File: config.mk
export PLATFORM = sky130hd
export DESIGN_NAME = dhcp_option_parser
export DESIGN_NICKNAME = d
export VERILOG_FILES = /design/src/sv/dop_pkg.sv /design/src/sv/dop_in_reg.sv /design/src/sv/dop_walker.sv /design/src/sv/dop_out_reg.sv /design/src/sv/dhcp_option_parser.sv
export SDC_FILE = /design/constraint.sdc
export NUM_CORES = 1
export LEC_CHECK = 0
export ABC_AREA = 0
export BUFFER_PORTS_ARGS = -buffer_cell sky130_fd_sc_hd__buf_2
export CAP_MARGIN = 30
export CORE_MARGIN = 2
export CORE_UTILIZATION = 45
export CTS_BUF_LIST = sky130_fd_sc_hd__clkbuf_8
export DETAILED_ROUTE_END_ITERATION = 6
export GPL_TIMING_DRIVEN = 0
export PLACE_DENSITY_LB_ADDON = 0.25
export SETUP_SLACK_MARGIN = 0.1
export SLEW_MARGIN = 25
export SYNTH_ARGS = -nofsm -noshare
export SYNTH_HDL_FRONTEND = slang
export SYNTH_SLANG_ARGS = --single-unit
File: constraint.sdc
create_clock -name i_clk -period 22.2 [get_ports i_clk]
set_clock_uncertainty 0.2 [all_clocks]
set_input_delay 4.44 -clock i_clk [delete_from_list [all_inputs] [get_ports i_clk]]
set_output_delay 4.44 -clock i_clk [all_outputs]
set_load 0.02 [all_outputs]
File: src/sv/dop_pkg.sv
// ----------------------------------------------------------------------------
// DHCP option parser package
// Shared types and option codes for the DHCP option parser.
// ----------------------------------------------------------------------------
package dop_pkg;

    localparam int unsigned AddrW  = 32;
    localparam int unsigned ByteW  = 8;
    localparam int unsigned CountW = 3;

    localparam logic [ByteW-1:0] OPT_PAD    = 8'd0;
    localparam logic [ByteW-1:0] OPT_MASK   = 8'd1;
    localparam logic [ByteW-1:0] OPT_ROUTER = 8'd3;
    localparam logic [ByteW-1:0] OPT_DNS    = 8'd6;
    localparam logic [ByteW-1:0] OPT_TYPE   = 8'd53;
    localparam logic [ByteW-1:0] OPT_END    = 8'd255;

    localparam logic [ByteW-1:0] TYPE_OFFER = 8'd2;
    localparam logic [ByteW-1:0] TYPE_ACK   = 8'd5;

    localparam logic CMD_START = 1'b0;
    localparam logic CMD_BYTE  = 1'b1;

    localparam logic REASON_END = 1'b0;
    localparam logic REASON_ACK = 1'b1;

    typedef enum logic [1:0] {
        PH_CODE = 2'd0,
        PH_LEN  = 2'd1,
        PH_VAL  = 2'd2
    } t_phase;

    typedef struct packed {
        logic             cmd;
        logic [ByteW-1:0] data_byte;
        logic [AddrW-1:0] offered_addr;
    } t_item;

    typedef struct packed {
        logic             send_request;
        logic             got_address;
        logic [AddrW-1:0] assigned_addr;
        logic [AddrW-1:0] router_addr;
        logic [AddrW-1:0] dns_addr;
        logic [AddrW-1:0] subnet_mask;
        logic             end_reason;
    } t_result;

endpackage

File: src/sv/dop_in_reg.sv
// ----------------------------------------------------------------------------
// DHCP option parser input register
// Holds one accepted input transfer until the option walker consumes it.
// ----------------------------------------------------------------------------
module dop_in_reg (
    input  logic           i_clk,
    input  logic           i_rst_n,
    input  logic           i_valid,
    output logic           o_stall,
    input  dop_pkg::t_item i_item,
    input  logic           i_take,
    output logic           o_valid,
    output dop_pkg::t_item o_item
);

    logic           r_valid;
    dop_pkg::t_item r_item;

    assign o_stall = r_valid && !i_take;
    assign o_valid = r_valid;
    assign o_item  = r_item;

    always_ff @(posedge i_clk) begin
        if (!i_rst_n) begin
            r_valid <= 1'b0;
        end else if (!o_stall) begin
            r_valid <= i_valid;
        end
    end

    always_ff @(posedge i_clk) begin
        if (i_valid && !o_stall) begin
            r_item <= i_item;
        end
    end

endmodule

File: src/sv/dop_walker.sv
// ----------------------------------------------------------------------------
// DHCP option walker
// Walks code, length and value fields one byte per cycle while its input fires
// and keeps the captured options, the offered address and the committed address.
// ----------------------------------------------------------------------------
module dop_walker (
    input  logic             i_clk,
    input  logic             i_rst_n,
    input  logic             i_fire,
    input  dop_pkg::t_item   i_item,
    output logic             o_emit,
    output dop_pkg::t_result o_result
);

    dop_pkg::t_phase                  r_phase, n_phase;
    logic [dop_pkg::ByteW-1:0]        r_code, n_code;
    logic [dop_pkg::ByteW-1:0]        r_left, n_left;
    logic [dop_pkg::AddrW-1:0]        r_accum, n_accum;
    logic [dop_pkg::CountW-1:0]       r_count, n_count;
    logic [dop_pkg::AddrW-1:0]        r_offer, n_offer;
    logic                             r_offer_seen, n_offer_seen;
    logic                             r_addr_valid, n_addr_valid;
    logic [dop_pkg::AddrW-1:0]        r_client, n_client;
    logic [dop_pkg::AddrW-1:0]        r_router, n_router;
    logic [dop_pkg::AddrW-1:0]        r_dns, n_dns;
    logic [dop_pkg::AddrW-1:0]        r_mask, n_mask;
    logic                             r_done, n_done;

    logic                             byte_live;
    logic                             finish;
    logic                             emit_end;
    logic [dop_pkg::ByteW-1:0]        left_dec;
    logic [dop_pkg::AddrW-1:0]        acc_step;
    logic [dop_pkg::CountW-1:0]       cnt_step;
    logic [dop_pkg::AddrW-1:0]        value;
    logic [dop_pkg::ByteW-1:0]        msg_type;

    assign byte_live = i_fire && (i_item.cmd == dop_pkg::CMD_BYTE) && !r_done;
    assign left_dec  = r_left - dop_pkg::ByteW'(1);

    always_comb begin
        acc_step = r_accum;
        cnt_step = r_count;
        if (r_count < dop_pkg::CountW'(4)) begin
            acc_step = {r_accum[dop_pkg::AddrW-dop_pkg::ByteW-1:0], i_item.data_byte};
            cnt_step = r_count + dop_pkg::CountW'(1);
        end
    end

    always_comb begin
        finish   = 1'b0;
        emit_end = 1'b0;
        n_accum  = r_accum;
        n_count  = r_count;
        n_left   = r_left;
        n_code   = r_code;
        if (byte_live) begin
            unique case (r_phase)
                dop_pkg::PH_LEN: begin
                    n_left  = i_item.data_byte;
                    n_accum = '0;
                    n_count = '0;
                    finish  = (i_item.data_byte == '0);
                end
                dop_pkg::PH_VAL: begin
                    n_accum = acc_step;
                    n_count = cnt_step;
                    n_left  = left_dec;
                    finish  = (left_dec == '0);
                end
                default: begin
                    if (i_item.data_byte == dop_pkg::OPT_END) begin
                        emit_end = 1'b1;
                    end else if (i_item.data_byte != dop_pkg::OPT_PAD) begin
                        n_code = i_item.data_byte;
                    end
                end
            endcase
        end
    end

    always_comb begin
        unique case (n_count)
            3'd0:    value = '0;
            3'd1:    value = {n_accum[7:0], 24'd0};
            3'd2:    value = {n_accum[15:0], 16'd0};
            3'd3:    value = {n_accum[23:0], 8'd0};
            default: value = n_accum;
        endcase
    end

    assign msg_type = value[dop_pkg::AddrW-1 -: dop_pkg::ByteW];

    always_comb begin
        n_phase = r_phase;
        if (i_fire && (i_item.cmd == dop_pkg::CMD_START)) begin
            n_phase = dop_pkg::PH_CODE;
        end else if (byte_live) begin
            unique case (r_phase)
                dop_pkg::PH_LEN: begin
                    n_phase = finish ? dop_pkg::PH_CODE : dop_pkg::PH_VAL;
                end
                dop_pkg::PH_VAL: begin
                    n_phase = finish ? dop_pkg::PH_CODE : dop_pkg::PH_VAL;
                end
                default: begin
                    if ((i_item.data_byte == dop_pkg::OPT_END) ||
                        (i_item.data_byte == dop_pkg::OPT_PAD)) begin
                        n_phase = dop_pkg::PH_CODE;
                    end else begin
                        n_phase = dop_pkg::PH_LEN;
                    end
                end
            endcase
        end
    end

    always_comb begin
        n_offer      = r_offer;
        n_offer_seen = r_offer_seen;
        n_addr_valid = r_addr_valid;
        n_client     = r_client;
        n_router     = r_router;
        n_dns        = r_dns;
        n_mask       = r_mask;
        n_done       = r_done;
        o_emit       = 1'b0;
        o_result.end_reason = dop_pkg::REASON_END;
        if (i_fire && (i_item.cmd == dop_pkg::CMD_START)) begin
            n_offer      = i_item.offered_addr;
            n_offer_seen = 1'b0;
            n_done       = 1'b0;
        end else if (emit_end) begin
            o_emit = 1'b1;
            n_done = 1'b1;
        end else if (finish) begin
            case (r_code)
                dop_pkg::OPT_ROUTER: n_router = value;
                dop_pkg::OPT_DNS:    n_dns    = value;
                dop_pkg::OPT_MASK:   n_mask   = value;
                dop_pkg::OPT_TYPE: begin
                    if (msg_type == dop_pkg::TYPE_OFFER) begin
                        n_offer_seen = 1'b1;
                    end else if (msg_type == dop_pkg::TYPE_ACK) begin
                        n_offer_seen        = 1'b0;
                        n_addr_valid        = 1'b1;
                        n_client            = r_offer;
                        n_done              = 1'b1;
                        o_emit              = 1'b1;
                        o_result.end_reason = dop_pkg::REASON_ACK;
                    end
                end
                default: ;
            endcase
        end
        o_result.send_request  = n_offer_seen;
        o_result.got_address   = n_addr_valid;
        o_result.assigned_addr = n_client;
        o_result.router_addr   = n_router;
        o_result.dns_addr      = n_dns;
        o_result.subnet_mask   = n_mask;
    end

    always_ff @(posedge i_clk) begin
        if (!i_rst_n) begin
            r_phase      <= dop_pkg::PH_CODE;
            r_code       <= '0;
            r_left       <= '0;
            r_accum      <= '0;
            r_count      <= '0;
            r_offer      <= '0;
            r_offer_seen <= 1'b0;
            r_addr_valid <= 1'b0;
            r_client     <= '0;
            r_router     <= '0;
            r_dns        <= '0;
            r_mask       <= '0;
            r_done       <= 1'b1;
        end else if (i_fire) begin
            r_phase      <= n_phase;
            r_offer      <= n_offer;
            r_offer_seen <= n_offer_seen;
            r_addr_valid <= n_addr_valid;
            r_client     <= n_client;
            r_router     <= n_router;
            r_dns        <= n_dns;
            r_mask       <= n_mask;
            r_done       <= n_done;
            if (i_item.cmd == dop_pkg::CMD_START) begin
                r_code  <= '0;
                r_left  <= '0;
                r_accum <= '0;
                r_count <= '0;
            end else begin
                r_code  <= n_code;
                r_left  <= n_left;
                r_accum <= n_accum;
                r_count <= n_count;
            end
        end
    end

`ifndef NO_ASSERTIONS
    a_idle_silent: assert property (@(posedge i_clk) disable iff (!i_rst_n)
        (i_fire && (i_item.cmd == dop_pkg::CMD_BYTE) && r_done) |-> !o_emit)
        else $error("result emitted while no packet was open");

    a_ack_result: assert property (@(posedge i_clk) disable iff (!i_rst_n)
        (o_emit && (o_result.end_reason == dop_pkg::REASON_ACK)) |->
        (o_result.got_address && !o_result.send_request))
        else $error("acknowledge result without committed address");

    a_start_opens: assert property (@(posedge i_clk) disable iff (!i_rst_n)
        (i_fire && (i_item.cmd == dop_pkg::CMD_START)) |=>
        (!r_done && (r_phase == dop_pkg::PH_CODE) && (r_count == '0)))
        else $error("start transfer did not open a packet");

    a_addr_sticky: assert property (@(posedge i_clk) disable iff (!i_rst_n)
        r_addr_valid |=> r_addr_valid)
        else $error("got-address flag dropped");

    a_emit_closes: assert property (@(posedge i_clk) disable iff (!i_rst_n)
        o_emit |=> r_done)
        else $error("packet still open after its result");
`endif

endmodule

File: src/sv/dop_out_reg.sv
// ----------------------------------------------------------------------------
// DHCP option parser result register
// Holds one result until the downstream side takes the transfer.
// ----------------------------------------------------------------------------
module dop_out_reg (
    input  logic             i_clk,
    input  logic             i_rst_n,
    input  logic             i_load,
    input  dop_pkg::t_result i_result,
    output logic             o_ready,
    output logic             o_valid,
    input  logic             i_stall,
    output dop_pkg::t_result o_result
);

    logic             r_valid;
    dop_pkg::t_result r_result;

    assign o_ready  = !r_valid || !i_stall;
    assign o_valid  = r_valid;
    assign o_result = r_result;

    always_ff @(posedge i_clk) begin
        if (!i_rst_n) begin
            r_valid <= 1'b0;
        end else if (o_ready) begin
            r_valid <= i_load;
        end
    end

    always_ff @(posedge i_clk) begin
        if (o_ready && i_load) begin
            r_result <= i_result;
        end
    end

endmodule

File: src/sv/dhcp_option_parser.sv
// ----------------------------------------------------------------------------
// DHCP option parser
// A start transfer loads the offered address; each byte transfer after it
// advances the option walk by one byte. One byte is taken every clock
// cycle unless the result register is full and stalled. A transfer passes
// through an input register and the option walker, and the result for the
// byte that closes the packet (END option or ACK message type) is loaded
// into the result register. The walker holds its input while the result
// register is full and stalled, so throughput then follows the downstream side.
// ----------------------------------------------------------------------------
module dhcp_option_parser (
    input  logic        i_clk,
    input  logic        i_rst_n,
    input  logic        i_valid,
    output logic        o_stall,
    input  logic        i_cmd,
    input  logic [7:0]  i_data_byte,
    input  logic [31:0] i_offered_addr,
    output logic        o_valid,
    input  logic        i_stall,
    output logic        o_send_request,
    output logic        o_got_address,
    output logic [31:0] o_assigned_addr,
    output logic [31:0] o_router_addr,
    output logic [31:0] o_dns_addr,
    output logic [31:0] o_subnet_mask,
    output logic        o_end_reason
);

    dop_pkg::t_item   in_item;
    dop_pkg::t_item   held_item;
    dop_pkg::t_result walk_result;
    dop_pkg::t_result out_result;
    logic             held_valid;
    logic             out_ready;
    logic             fire;
    logic             emit;

    assign in_item.cmd          = i_cmd;
    assign in_item.data_byte    = i_data_byte;
    assign in_item.offered_addr = i_offered_addr;

    assign fire = held_valid && out_ready;

    dop_in_reg u_in_reg (
        .i_clk   (i_clk),
        .i_rst_n (i_rst_n),
        .i_valid (i_valid),
        .o_stall (o_stall),
        .i_item  (in_item),
        .i_take  (out_ready),
        .o_valid (held_valid),
        .o_item  (held_item)
    );

    dop_walker u_walker (
        .i_clk    (i_clk),
        .i_rst_n  (i_rst_n),
        .i_fire   (fire),
        .i_item   (held_item),
        .o_emit   (emit),
        .o_result (walk_result)
    );

    dop_out_reg u_out_reg (
        .i_clk    (i_clk),
        .i_rst_n  (i_rst_n),
        .i_load   (fire && emit),
        .i_result (walk_result),
        .o_ready  (out_ready),
        .o_valid  (o_valid),
        .i_stall  (i_stall),
        .o_result (out_result)
    );

    assign o_send_request  = out_result.send_request;
    assign o_got_address   = out_result.got_address;
    assign o_assigned_addr = out_result.assigned_addr;
    assign o_router_addr   = out_result.router_addr;
    assign o_dns_addr      = out_result.dns_addr;
    assign o_subnet_mask   = out_result.subnet_mask;
    assign o_end_reason    = out_result.end_reason;

endmodule

==> parameters.txt, run 1 <==
Parameter                              Value

Timing
  Final slew viol count ... 0
  Setup repair after global routing missed its margin ... no
  Worst-Margin Slew ... 0.931 ns
  Number of setup violations in the final report ... 0
  Slew headroom ... 0.377
  Timing-limited maximum frequency ... 104 MHz
  Final total negative setup slack ... 0 ns
  Hold violation total from the final report ... 0
  Least setup slack across all paths after layout ... 12.55 ns
  Min cycle time layout ... 9.65 ns
  Final worst path period share ... 0.435

Yosys
  Count leader, synth ... sky130_fd_sc_hd__nand2_1
  Synth Area in XOR/XNOR ... 0.000582
  Compound-cell area share of the yosys netlist ... 0.123
  Arithmetic-cell share of the synthesized area counting full adders, half adders and majority gates ... 0.00416
  Dominant combinational cell family by area after synthesis ... simple AND/OR/NAND/NOR gates
  EDFF count, synth ... 172
  Syn avg cell area ... 10.7 um2
  Post-synthesis cell type with the largest combined area ... sky130_fd_sc_hd__edfxtp_1
  Cell types occupying the most area after synthesis ... sky130_fd_sc_hd__edfxtp_1 (34%), sky130_fd_sc_hd__dfxtp_1 (29%), sky130_fd_sc_hd__nand2_1 (7.1%), sky130_fd_sc_hd__and2_1 (3.7%), sky130_fd_sc_hd__a21oi_1 (3.7%)
  Post-Synthesis Cell Area ... 15000 um2
  Distinct cells, synth ... 63
  Most used DFF post-synth ... sky130_fd_sc_hd__dfxtp_1
  Share of synthesized area occupied by flip-flops and latches ... 0.633
  Post-synth top area share ... 0.343
  Portion of netlist area occupied by mux cells ... 0.0314
  Fraction of registers with async set or reset after synthesis ... 0
  Number of instances in the synthesized netlist ... 1405
  Synthesized netlist net count ... 1455
  Basic-gate share of the synthesized area counting and, or, nand and nor cells ... 0.175
  Top post-synthesis cells by count ... sky130_fd_sc_hd__nand2_1 (283), sky130_fd_sc_hd__dfxtp_1 (218), sky130_fd_sc_hd__edfxtp_1 (172)
  Syn. warnings ... 0
  Flop and latch count out of synthesis ... 390

Setup path
  CP most frequent cell ... sky130_fd_sc_hd__buf_2
  Worst setup path startpoint ... i_stall
  Sequence of cells on the critical path ... buf_2 -> and3_1 -> buf_2
  R2r setup slk ... 16.60 ns
  CP endpoint ... o_stall
  Worst R2R End ... u_out_reg.o_result[38]$_DFFE_PP_
  Critical path endpoint category ... primary output
  Launch instance of the worst register-to-register path ... u_walker.r_phase[0]$_SDFFE_PN0P_
  Stage delay of the slowest cell on the critical path ... 0.25 ns
  Worst R2R Path Depth ... 13
  Highest-delay cell along the critical path ... sky130_fd_sc_hd__and3_1
  Critical path launch point type ... primary input
  Data arrival time at the worst-slack endpoint ... 5.01 ns
  Data required time of the critical path ... 17.56 ns
  Critical path peak fanout ... 4
  Setup CP Type ... primary input to primary output

Routing
  Vias ... 11200
  DRT antenna net count ... 0
  Number of violations reported at the end of detailed-routing iteration 0 ... 822
  Remaining routing DRC violations ... 0
  Final routed wire length divided by cell count ... 17.9 um
  Overall routed net length ... 38500 um
  Pre-antenna DRT Iters ... 5
  Average via count per standard cell ... 5.21

Floorplanning
  Floorplan row count ... 66
  Die span in x ... 187 um
  Total core area ... 32700 um2
  I/O pin count ... 178
  Die Span Y ... 187 um
  Initial cell density of the core ... 0.460
  Area of the die ... 34900 um2

Min path
  Worst min-delay path category ... flop to flop

Power
  Comb power frac ... 0.022
  Proportion of total power due to net switching ... 0.226
  Clock power frac ... 0.429
  Power density over the cells ... 77.7 nW/um2
  Cell internal power dissipation ... 0.00107 W
  Part of the power in registers ... 0.549
  Leakage power figure ... 7.47 nW
  Largest voltage drop on the vdd net ... 0.0567 mV
  Net switching power of the design ... 0.000313 W

Status
  Run status ... finished, final reports clean

Clock tree
  Clock latency on the worst-skew pair ... 0.60 ns
  Number of clock buffers inserted by TritonCTS ... 66
  Number of gates resized after CTS ... 0
  Maximum number of buffers from clock root to sink ... 3
  Number of post-CTS setup repair buffers ... 0
  TritonCTS Sinks ... 390
  CTS tree ... yes
  H-tree levels ... 3
  Reg clk slew, reported paths ... 0.06 ns
  Master cell of the clock root buffer ... sky130_fd_sc_hd__clkbuf_8
  CTS Hold Buffers Added ... 0

Final layout
  Area added between synthesis and finish ... 18.5%
  Proportion of layout cells with a drive suffix above 1 ... 0.210
  Count of filler cells inserted in the layout ... 2951
  Fin nets ... 1703
  Antenna diode count ... 0

GRT
  Via count of the first global-routing pass ... 11200
  Number of antenna violations at the first check in global routing ... 0
  Wire length of the first global-routing pass ... 60400 um
  Global-route congestion overflow total ... 0
  Maximum number of pins on one net before global-route repair ... 58
  Combined global-route utilization of all metal layers ... 0.220

Place
  Pre-CTS setup slack ... 12.55 ns
  Number of port buffers ... 176
  Placed wire-length estimate ... 27300 um
  Last weighted congestion value of the routability-driven placer ... 0.919

Job
  Max-cap violations ... 0
cell families after synthesis:
family                     after synthesis
xor gates and xnor gates                 1
AOI/OAI and AO/OA                      293
buffers and inverters                  104
adders and majority gates                5
DFF                                    390
muxes                                   42
and+or+nand+nor                        570
through the flow:
| step | total power, W | util | std cells | hold slack, ns | area [um2] |
|---|---|---|---|---|---|
| finish | 0.00139 | 0.545 | 2148 | 0.252 | 17800 |
| detailed placement | 0.000807 | 0.507 | 2027 | 0.245 | 16600 |
| global placement | 0.000806 | 0.504 | 2023 | 0.238 | 16500 |
| global route | 0.00144 | 0.545 | 2148 | 0.259 | 17800 |
| floorplan | 0.000791 | - | 1405 | 0.232 | 15000 |
| CTS | 0.00140 | 0.545 | 2148 | 0.252 | 17800 |
layout by cell type (no fill, tap or decap), types with 4 or more instances in the layout:
cell type and n:
sky130_fd_sc_hd__nand2_1 283, sky130_fd_sc_hd__dfxtp_1 218, sky130_fd_sc_hd__buf_2 189, sky130_fd_sc_hd__edfxtp_1 172, sky130_fd_sc_hd__a21oi_1 111, sky130_fd_sc_hd__and2_1 89
sky130_fd_sc_hd__nor2_1 88, sky130_fd_sc_hd__clkbuf_8 74, sky130_fd_sc_hd__clkbuf_1 62, sky130_fd_sc_hd__o21ai_0 53, sky130_fd_sc_hd__inv_1 44, sky130_fd_sc_hd__nand3_1 42
sky130_fd_sc_hd__a22oi_1 42, sky130_fd_sc_hd__mux2_2 42, sky130_fd_sc_hd__a22o_1 12, sky130_fd_sc_hd__o22ai_1 12, sky130_fd_sc_hd__buf_6 9, sky130_fd_sc_hd__a32oi_1 9
sky130_fd_sc_hd__nand2_2 9, sky130_fd_sc_hd__clkinv_1 7, sky130_fd_sc_hd__nor2b_1 6, sky130_fd_sc_hd__o211ai_1 6, sky130_fd_sc_hd__nand4_1 6, sky130_fd_sc_hd__or3_1 6
sky130_fd_sc_hd__nor3_1 6, sky130_fd_sc_hd__o21a_1 6, sky130_fd_sc_hd__a21o_1 6, sky130_fd_sc_hd__a31oi_1 5, sky130_fd_sc_hd__o2111ai_1 5, sky130_fd_sc_hd__nor4_1 5
sky130_fd_sc_hd__ha_1 5, sky130_fd_sc_hd__nand2b_1 4, sky130_fd_sc_hd__or2_2 4, sky130_fd_sc_hd__buf_1 4, sky130_fd_sc_hd__clkinv_2 4
state kept, by name, indices dropped and copies added (netlist names), 32 cells and up:
register / cells
u_out_reg.o_result: 131
u_walker.r_mask: 32
u_walker.r_accum: 32
u_walker.r_dns: 32
u_walker.r_router: 32
u_walker.r_client: 32
u_walker.r_offer: 32
u_in_reg.o_item: 41
cell type report:
type	instances	area, um2	area share
tap	442	553	0.0310
timing repair buffer	180	975	0.0547
buffer	90	425	0.0239
inverter	14	52.6	0.00295
clock inverter	47	228	0.0128
multi-input combinational	911	5050	0.283
clock buffer	74	1020	0.0571
sequential	390	9530	0.534
critical path: cells and delay by family:
family,cells,cell delay [ns]
buf+inv,2,0.32
simple gates,1,0.25
how the worst min path moves through the flow:
stage | endpoint | cells past startpoint | startpoint | slack, ns
floorplan | u_walker.r_offer[0]$_SDFFE_PN0P_ | 2 | u_walker.r_offer[0]$_SDFFE_PN0P_ | 0.23
global route | u_walker.r_offer[2]$_SDFFE_PN0P_ | 2 | u_walker.r_offer[2]$_SDFFE_PN0P_ | 0.26
detailed placement | u_walker.r_offer[18]$_SDFFE_PN0P_ | 2 | u_walker.r_offer[18]$_SDFFE_PN0P_ | 0.24
global placement | u_walker.r_offer[31]$_SDFFE_PN0P_ | 2 | u_walker.r_offer[31]$_SDFFE_PN0P_ | 0.24
finish | u_walker.r_offer[6]$_SDFFE_PN0P_ | 2 | u_walker.r_offer[6]$_SDFFE_PN0P_ | 0.25
CTS | u_walker.r_offer[0]$_SDFFE_PN0P_ | 2 | u_walker.r_offer[0]$_SDFFE_PN0P_ | 0.25
per-layer routing:
metal  GRT usage  part of all wire  up-vias  routed length (um)
met3      0.0426             0.064      104                2470
li1            -                 -     5463                   -
met5           0                 0        -                   0
met4      0.0958             0.038        0                1450
met2       0.361              0.46      389               17900
met1       0.285              0.43     5237               16700
power groups by stage:
stage | clock network [W] | logic [W] | registers [W]
after floorplan | 0 | 0.0000176 | 0.000773
after global placement | 0 | 0.0000293 | 0.000776
after detailed placement | 0 | 0.0000304 | 0.000776
after CTS | 0.000611 | 0.0000306 | 0.000761
after global routing | 0.000642 | 0.0000336 | 0.000761
final | 0.000595 | 0.0000303 | 0.000761
No activity file was read; power rests on OpenSTA's default activity.
==> inputs of run 2 (changes only) <==
--- a/config.mk
+++ b/config.mk
@@ -5,7 +5,7 @@
 export SDC_FILE = /design/constraint.sdc
 export NUM_CORES = 1
 export LEC_CHECK = 0
-export ABC_AREA = 0
+export ABC_AREA = 1
 export BUFFER_PORTS_ARGS = -buffer_cell sky130_fd_sc_hd__buf_2
 export CAP_MARGIN = 30
 export CORE_MARGIN = 2
==> constraint.sdc (replaced) <==
create_clock -name i_clk -period 9.64 [get_ports i_clk]
set_clock_uncertainty 0.2 [all_clocks]
set_input_delay 1.928 -clock i_clk [delete_from_list [all_inputs] [get_ports i_clk]]
set_output_delay 1.928 -clock i_clk [all_outputs]
set_load 0.02 [all_outputs]
==> run 2 against run 1 <==
  * Clock-buffer cell count shrank 4
  * Wire length grew 1.1%
  * Utilization shrank 0.97 points
  * Highest routed layer unchanged
  * First-iteration DRC count grew 20%
  * Non-clock buffer count shrank 6
  * Clock power grew 140%
  * Sequential cell count is the same
  * Worst setup slack lost 7.8 ns
  * Total power grew 130%
==> parameters.txt, run 2 <==
Parameter                              Value

Clock tree
  Maximum number of buffers from clock root to sink ... 3 (unchanged)
  H-tree levels ... 3 (unchanged)
  Number of gates resized after CTS ... 0 (unchanged)
  Master cell of the clock root buffer ... sky130_fd_sc_hd__clkbuf_8 (unchanged)
  Clock latency on the worst-skew pair ... 0.60 ns (about the same)
  CTS tree ... yes (unchanged)
  Number of clock buffers inserted by TritonCTS ... 67 (was 66)
  Number of post-CTS setup repair buffers ... 0 (unchanged)
  Reg clk slew, reported paths ... 0.06 ns (about the same)
  TritonCTS Sinks ... 390 (unchanged)
  CTS Hold Buffers Added ... 0 (unchanged)

Timing
  Hold violation total from the final report ... 0 (unchanged)
  Setup repair after global routing missed its margin ... no (unchanged)
  Final total negative setup slack ... 0 ns (unchanged)
  Worst-Margin Slew ... 0.792 ns (was 0.931 ns)
  Timing-limited maximum frequency ... 204 MHz
  Min cycle time layout ... 4.90 ns
  Final slew viol count ... 0 (unchanged)
  Hold_ws ... 0.260 ns (was 0.252 ns)
  Slew headroom ... 0.470 (was 0.377)
  Final worst path period share ... 0.508
  Number of setup violations in the final report ... 0 (unchanged)

Routing
  Number of violations reported at the end of detailed-routing iteration 0 ... 983 (was 822)
  Vias ... 12300 (was 11200)
  Overall routed net length ... 38900 um (was 38500 um)
  Average via count per standard cell ... 4.98 (was 5.21)
  DRT antenna net count ... 0 (unchanged)
  Remaining routing DRC violations ... 0 (unchanged)
  Final routed wire length divided by cell count ... 15.8 um (was 17.9 um)
  Pre-antenna DRT Iters ... 6 (was 5)

Floorplanning
  Area of the die ... 36100 um2 (was 34900 um2)
  I/O pin count ... 178 (unchanged)
  Total core area ... 34300 um2 (was 32700 um2)
  Die Span Y ... 190 um (was 187 um)
  Floorplan row count ... 68 (was 66)
  Die span in x ... 190 um (was 187 um)
  Initial cell density of the core ... 0.454 (was 0.460)

Setup path
  Critical path launch point type ... primary input (unchanged)
  Critical path endpoint category ... flop (was primary output)
  Data arrival time at the worst-slack endpoint ... 4.96 ns (was 5.01 ns)
  CP most frequent cell ... sky130_fd_sc_hd__nand2_1 (was sky130_fd_sc_hd__buf_2)
  Setup CP Type ... primary input to flop (was primary input to primary output)
  Stage delay of the slowest cell on the critical path ... 0.43 ns (was 0.25 ns)
  Data required time of the critical path ... 9.70 ns (was 17.56 ns)
  Highest-delay cell along the critical path ... sky130_fd_sc_hd__clkbuf_1 (was sky130_fd_sc_hd__and3_1)
  Sequence of cells on the critical path ... buf_2 -> nand2_1 -> nand4_4 -> clkbuf_1 -> o21ai_0 -> nand2_1 -> inv_2 -> a21oi_1 -> nand2_1 -> nand2_1 -> nand3_1 -> nor2_4 -> nand2_2 -> buf_2 -> nand2_4 -> buf_16 -> buf_12 (was buf_2 -> and3_1 -> buf_2)
  Critical path peak fanout ... 48 (was 4)

Min path
  Worst min-delay path category ... flop to flop (unchanged)

Final layout
  Fin area ... 18400 um2 (was 17800 um2)
  Fin nets ... 2006 (was 1703)
  Flip-flop count of the largest register, all copies and words added ... 131 (unchanged)
  Count of filler cells inserted in the layout ... 3208 (was 2951)
  Post-route insts no fill ... 2465 (was 2148)
  Proportion of layout cells with a drive suffix above 1 ... 0.200 (was 0.210)
  Antenna diode count ... 0 (unchanged)
  Most common cell after layout, fill and taps aside ... sky130_fd_sc_hd__nand2_1 (unchanged)
  Share of the core filled with cells in the final layout ... 0.536 (was 0.545)
  Area added between synthesis and finish ... 18.1% (was 18.5%)
  Commonest non-fill, non-tap cells in the layout ... sky130_fd_sc_hd__nand2_1 (374), sky130_fd_sc_hd__dfxtp_1 (218), sky130_fd_sc_hd__inv_1 (214), sky130_fd_sc_hd__buf_2 (194), sky130_fd_sc_hd__edfxtp_1 (172) (was sky130_fd_sc_hd__nand2_1 (283), sky130_fd_sc_hd__dfxtp_1 (218), sky130_fd_sc_hd__buf_2 (189), sky130_fd_sc_hd__edfxtp_1 (172), sky130_fd_sc_hd__a21oi_1 (111))

GRT
  Number of antenna violations at the first check in global routing ... 0 (unchanged)
  Maximum number of pins on one net before global-route repair ... 49 (was 58)
  Wire length of the first global-routing pass ... 61300 um (was 60400 um)
  Via count of the first global-routing pass ... 11500 (was 11200)
  Global-route congestion overflow total ... 0 (unchanged)
  Combined global-route utilization of all metal layers ... 0.216 (was 0.220)

Yosys
  Number of instances in the synthesized netlist ... 1706 (was 1405)
  Synthesized netlist net count ... 1756 (was 1455)
  Share of synthesized area occupied by flip-flops and latches ... 0.613 (was 0.633)
  Cell types occupying the most area after synthesis ... sky130_fd_sc_hd__edfxtp_1 (33%), sky130_fd_sc_hd__dfxtp_1 (28%), sky130_fd_sc_hd__nand2_1 (9.0%), sky130_fd_sc_hd__o21ai_0 (4.5%), sky130_fd_sc_hd__inv_1 (4.4%) (was sky130_fd_sc_hd__edfxtp_1 (34%), sky130_fd_sc_hd__dfxtp_1 (29%), sky130_fd_sc_hd__nand2_1 (7.1%), sky130_fd_sc_hd__and2_1 (3.7%), sky130_fd_sc_hd__a21oi_1 (3.7%))
  Post-synth top area share ... 0.332 (was 0.343)
  Most used DFF post-synth ... sky130_fd_sc_hd__dfxtp_1 (unchanged)
  Count leader, synth ... sky130_fd_sc_hd__nand2_1 (unchanged)
  Fraction of registers with async set or reset after synthesis ... 0 (unchanged)
  Post-synthesis cell type with the largest combined area ... sky130_fd_sc_hd__edfxtp_1 (unchanged)
  EDFF count, synth ... 172 (unchanged)
  Post-Synthesis Cell Area ... 15600 um2 (was 15000 um2)
  Syn. warnings ... 0 (unchanged)
  Top post-synthesis cells by count ... sky130_fd_sc_hd__nand2_1 (375), sky130_fd_sc_hd__dfxtp_1 (218), sky130_fd_sc_hd__inv_1 (182) (was sky130_fd_sc_hd__nand2_1 (283), sky130_fd_sc_hd__dfxtp_1 (218), sky130_fd_sc_hd__edfxtp_1 (172))
  Flop and latch count out of synthesis ... 390 (unchanged)
  Distinct cells, synth ... 38 (was 63)
  Syn avg cell area ... 9.12 um2 (was 10.7 um2)

Place
  # placed instances ... 2342 (was 2027)
  Number of port buffers ... 177 (was 176)
  Placed wire-length estimate ... 27700 um (was 27300 um)
  Placed standard-cell area ... 17100 um2 (was 16600 um2)
  Last weighted congestion value of the routability-driven placer ... 0.889 (was 0.919)

Job
  Max-cap violations ... 0 (unchanged)

Status
  Run status ... finished, final reports clean (unchanged)

Power
  Largest voltage drop on the vdd net ... 0.124 mV (was 0.0567 mV)
  Leakage power figure ... 8.22 nW (was 7.47 nW)
  Power density over the cells ... 176 nW/um2 (was 77.7 nW/um2)
run 2: cell types whose count changed after synthesis, moves of 42 or more:
cell                      delta
sky130_fd_sc_hd__mux2_2     -42
sky130_fd_sc_hd__or2_2      +62
sky130_fd_sc_hd__and2_1     -89
sky130_fd_sc_hd__a22oi_1    -42
sky130_fd_sc_hd__nor2_1     +69
sky130_fd_sc_hd__inv_1     +168
sky130_fd_sc_hd__nand2_1    +92
sky130_fd_sc_hd__o21ai_0    +88
run 2: final timing paths:
path	start	end	slack [ns]	cells after the start
setup / recovery	i_stall	u_out_reg.o_result[44]$_DFFE_PP_	4.74	17
hold / removal	u_walker.r_offer[27]$_SDFFE_PN0P_	u_walker.r_offer[27]$_SDFFE_PN0P_	0.26	2
setup reg to reg	u_walker.r_phase[0]$_SDFFE_PN0P_	u_out_reg.o_result[44]$_DFFE_PP_	5.38	15
hold reg to reg	u_walker.r_offer[27]$_SDFFE_PN0P_	u_walker.r_offer[27]$_SDFFE_PN0P_	0.26	2
run 2: final cells by class:
class / count / area [um2] / area share
plain buffers: 83 / 370 / 0.0202
well taps: 455 / 569 / 0.0310
repair buffers: 181 / 973 / 0.0530
inverters: 192 / 723 / 0.0394
flip-flops and latches: 390 / 9530 / 0.519
clock buffers: 70 / 963 / 0.0525
multi-input cells: 1041 / 4940 / 0.269
clock inverters: 53 / 297 / 0.0161
run 2: worst max-delay path, delay by kind of cell:
| kind | cells | cell delay, ns |
|---|---|---|
| and+or+nand+nor | 9 | 1.33 |
| buffers and inverters | 6 | 1.36 |
| AOI/OAI and AO/OA | 2 | 0.28 |
run 2: logic make-up after synthesis:
group                      after synthesis  synth area share
adders and majority gates                5           0.00402
DFF                                    390             0.613
AOI/OAI and AO/OA                      309             0.105
buffers and inverters                  275            0.0703
and+or+nand+nor                        727             0.208
run 2: through the flow:
stage	worst slack, ns	total power, W
global route	4.44	0.00336
floorplan	2.62	0.00182
CTS	4.76	0.00327
finish	4.74	0.00323
global placement	0.722	0.00186
detailed placement	4.18	0.00186
run 2: metal layers:
layer	global-route usage	up-vias	wire (um)
li1	-	6066	-
met1	0.295	5661	17600
met2	0.340	472	17400
met3	0.0454	87	2920
met4	0.0832	0	1060
met5	0	-	0
run 2: report_power, final:
group | internal (W) | total [W] | switching (W)
sequential | 0.00174 | 0.00175 | 0.0000122
combinational | 0.0000218 | 0.0000757 | 0.0000539
clock | 0.000736 | 0.00141 | 0.000672
total | 0.00250 | 0.00323 | 0.000738
==> inputs of run 3 (changes only) <==
==> constraint.sdc (replaced) <==
create_clock -name i_clk -period 5 [get_ports i_clk]
set_clock_uncertainty 0.2 [all_clocks]
set_input_delay 1 -clock i_clk [delete_from_list [all_inputs] [get_ports i_clk]]
set_output_delay 1 -clock i_clk [all_outputs]
set_load 0.02 [all_outputs]
==> run 3 against run 2 <==
  * Register-to-register slack lost 4.8 ns
  * Worst setup slack worse by 4.1 ns
  * Total power rose by 91%
  * Sequential power rose by 93%
  * Sequential share of layout area increased by 0.16 points
==> parameters.txt, run 3 (synthesis results as in run 2) <==
Parameter                              Value

Status
  Run status ... finished, final reports clean (unchanged)

Power
  Leakage power figure ... 8.13 nW (was 8.22 nW)
  Largest voltage drop on the vdd net ... 0.214 mV (was 0.124 mV)
  Power density over the cells ... 338 nW/um2 (was 176 nW/um2)
  Power Total ... 0.00618 W (was 0.00323 W)

Routing
  Average via count per standard cell ... 4.98 (about the same)
  Routed wl met3 ... 2660 um (was 2920 um)
  Final routed wire length divided by cell count ... 15.9 um (was 15.8 um)
  Met1 routed wirelength after detailed routing ... 17700 um (was 17600 um)
  Pre-antenna DRT Iters ... 5 (was 6)
  Vias ... 12200 (was 12300)
  Number of violations reported at the end of detailed-routing iteration 0 ... 942 (was 983)
  Uppermost routed layer ... met4 (unchanged)
  Overall routed net length ... 39000 um (was 38900 um)
  Remaining routing DRC violations ... 0 (unchanged)
  DRT antenna net count ... 0 (unchanged)
  Routed length on met2 ... 17800 um (was 17400 um)

Setup path
  Critical path endpoint category ... flop (unchanged)
  Buf+Inv Stages, Crit Path ... 5 (was 6)
  Worst setup path startpoint ... u_walker.r_phase[0]$_SDFFE_PN0P_ (was i_stall)
  CP most frequent cell ... sky130_fd_sc_hd__clkbuf_1 (was sky130_fd_sc_hd__nand2_1)
  Launch instance of the worst register-to-register path ... u_walker.r_phase[0]$_SDFFE_PN0P_ (unchanged)
  Critical path launch point type ... flop (was primary input)
  Setup CP Type ... flop to flop (was primary input to flop)
  Critical path peak fanout ... 71 (was 48)
  Sequence of cells on the critical path ... inv_1 -> ha_1 -> clkbuf_1 -> clkbuf_1 -> o21ai_0 -> a21oi_1 -> nand3_1 -> nand4_1 -> nand2_1 -> nor2_4 -> nand2_2 -> buf_2 -> nand2_8 -> buf_16 (was buf_2 -> nand2_1 -> nand4_4 -> clkbuf_1 -> o21ai_0 -> nand2_1 -> inv_2 -> a21oi_1 -> nand2_1 -> nand2_1 -> nand3_1 -> nor2_4 -> nand2_2 -> buf_2 -> nand2_4 -> buf_16 -> buf_12)
  Data required time of the critical path ... 5.07 ns (was 9.70 ns)
  Top delay family on crit path ... buffers and inverters (unchanged)
  Stage delay of the slowest cell on the critical path ... 0.51 ns (was 0.43 ns)
  Data arrival time at the worst-slack endpoint ... 4.45 ns (was 4.96 ns)
  Highest-delay cell along the critical path ... sky130_fd_sc_hd__clkbuf_1 (unchanged)

Timing
  Worst-Margin Slew ... 0.870 ns (was 0.792 ns)
  Timing-limited maximum frequency ... 228 MHz
  Min cycle time layout ... 4.38 ns
  Hold_ws ... 0.261 ns (was 0.260 ns)
  Hold violation total from the final report ... 0 (unchanged)
  Least setup slack across all paths after layout ... 0.620 ns (was 4.74 ns)
  Final worst path period share ... 0.876
  Final slew viol count ... 0 (unchanged)
  Number of setup violations in the final report ... 0 (unchanged)
  Setup repair after global routing missed its margin ... no (unchanged)
  Slew headroom ... 0.418 (was 0.470)

Min path
  Worst min-delay path category ... flop to flop (unchanged)
  Hold Path Origin ... u_walker.r_client[27]$_SDFFE_PN0N_ (was u_walker.r_offer[27]$_SDFFE_PN0P_)

Final layout
  Fin nets ... 1998 (was 2006)
  Count of filler cells inserted in the layout ... 3219 (was 3208)
  Proportion of layout cells with a drive suffix above 1 ... 0.204 (was 0.200)
  Flip-flop count of the largest register, all copies and words added ... 131 (unchanged)
  Share of the core filled with cells in the final layout ... 0.534 (was 0.536)
  Most common cell after layout, fill and taps aside ... sky130_fd_sc_hd__nand2_1 (unchanged)
  Antenna diode count ... 0 (unchanged)
  Area added between synthesis and finish ... 17.7% (was 18.1%)
  Commonest non-fill, non-tap cells in the layout ... sky130_fd_sc_hd__nand2_1 (374), sky130_fd_sc_hd__dfxtp_1 (218), sky130_fd_sc_hd__inv_1 (196), sky130_fd_sc_hd__buf_2 (194), sky130_fd_sc_hd__edfxtp_1 (172) (was sky130_fd_sc_hd__nand2_1 (374), sky130_fd_sc_hd__dfxtp_1 (218), sky130_fd_sc_hd__inv_1 (214), sky130_fd_sc_hd__buf_2 (194), sky130_fd_sc_hd__edfxtp_1 (172))
  Post-route insts no fill ... 2455 (was 2465)

Clock tree
  TritonCTS Sinks ... 390 (unchanged)
  Maximum number of buffers from clock root to sink ... 3 (unchanged)
  Master cell of the clock root buffer ... sky130_fd_sc_hd__clkbuf_8 (unchanged)
  H-tree levels ... 2 (was 3)
  Reg clk slew, reported paths ... 0.07 ns (was 0.06 ns)
  CTS Hold Buffers Added ... 0 (unchanged)
  CTS tree ... yes (unchanged)
  Number of gates resized after CTS ... 0 (unchanged)
  Number of clock buffers inserted by TritonCTS ... 61 (was 67)
  Number of post-CTS setup repair buffers ... 0 (unchanged)
  Clock latency on the worst-skew pair ... 0.62 ns (was 0.60 ns)

Place
  Pre-CTS setup slack ... 0.313 ns (was 4.18 ns)
  Number of port buffers ... 177 (unchanged)
  # placed instances ... 2340 (was 2342)
  Placed wire-length estimate ... 27800 um (was 27700 um)
  Last weighted congestion value of the routability-driven placer ... 0.890 (was 0.889)

Floorplanning
  I/O pin count ... 178 (unchanged)
  Total core area ... 34300 um2 (unchanged)
  Die Span Y ... 190 um (unchanged)
  Area of the die ... 36100 um2 (unchanged)
  Die span in x ... 190 um (unchanged)
  Floorplan row count ... 68 (unchanged)
  Initial cell density of the core ... 0.454 (unchanged)

GRT
  Global-route congestion overflow total ... 0 (unchanged)
  Maximum number of pins on one net before global-route repair ... 72 (was 49)
  Combined global-route utilization of all metal layers ... 0.213 (was 0.216)
  Number of antenna violations at the first check in global routing ... 0 (unchanged)
  Via count of the first global-routing pass ... 11400 (was 11500)
  Wire length of the first global-routing pass ... 60600 um (was 61300 um)

Job
  Max-cap violations ... 0 (unchanged)
-- run 3: worst paths after layout --
kind | endpoint | slack (ns) | cells past startpoint
worst min register to register | u_walker.r_client[27]$_SDFFE_PN0N_ | 0.26 | 2
worst min-delay path | u_walker.r_client[27]$_SDFFE_PN0N_ | 0.26 | 2
worst max register to register | u_out_reg.o_result[65]$_DFFE_PP_ | 0.62 | 14
worst max-delay path | u_out_reg.o_result[65]$_DFFE_PP_ | 0.62 | 14
-- run 3: through the flow --
stage | TNS, ns | instance area, um2
floorplan | 0 | 15600
global placement | -153.86 | 17000
detailed placement | 0 | 17100
CTS | 0 | 18300
global route | 0 | 18300
finish | 0 | 18300
-- run 3: cell type report --
| cell class | instances | area, um2 | area share |
|---|---|---|---|
| well taps | 455 | 569 | 0.0311 |
| inverters | 192 | 723 | 0.0395 |
| clock buffers | 68 | 936 | 0.0511 |
| multi-input cells | 1041 | 4950 | 0.270 |
| clock inverters | 47 | 298 | 0.0163 |
| flip-flops and latches | 390 | 9530 | 0.520 |
| repair buffers | 179 | 933 | 0.0510 |
| plain buffers | 83 | 370 | 0.0202 |
-- run 3: report_power, final --
part / leakage (nW) / internal [W] / switching [W]
logic: 4.00 / 0.0000421 / 0.000106
clock network: 0.693 / 0.00141 / 0.00125
registers: 3.44 / 0.00335 / 0.0000239
-- run 3: per-layer routing --
| metal | vias up | global-route usage |
|---|---|---|
| li1 | 6045 | - |
| met1 | 5667 | 0.294 |
| met2 | 432 | 0.346 |
| met3 | 70 | 0.0380 |
| met4 | 0 | 0.0611 |
| met5 | - | 0 |
-- run 3: worst register-to-register path: cells and delay by family, from the launching register on --
| family | cells | cell delay, ns |
|---|---|---|
| AOI/OAI and AO/OA | 2 | 0.58 |
| and+or+nand+nor | 6 | 1.14 |
| buffers and inverters | 5 | 1.50 |
| DFF | 1 | 0.33 |
| adders and majority gates | 1 | 0.24 |
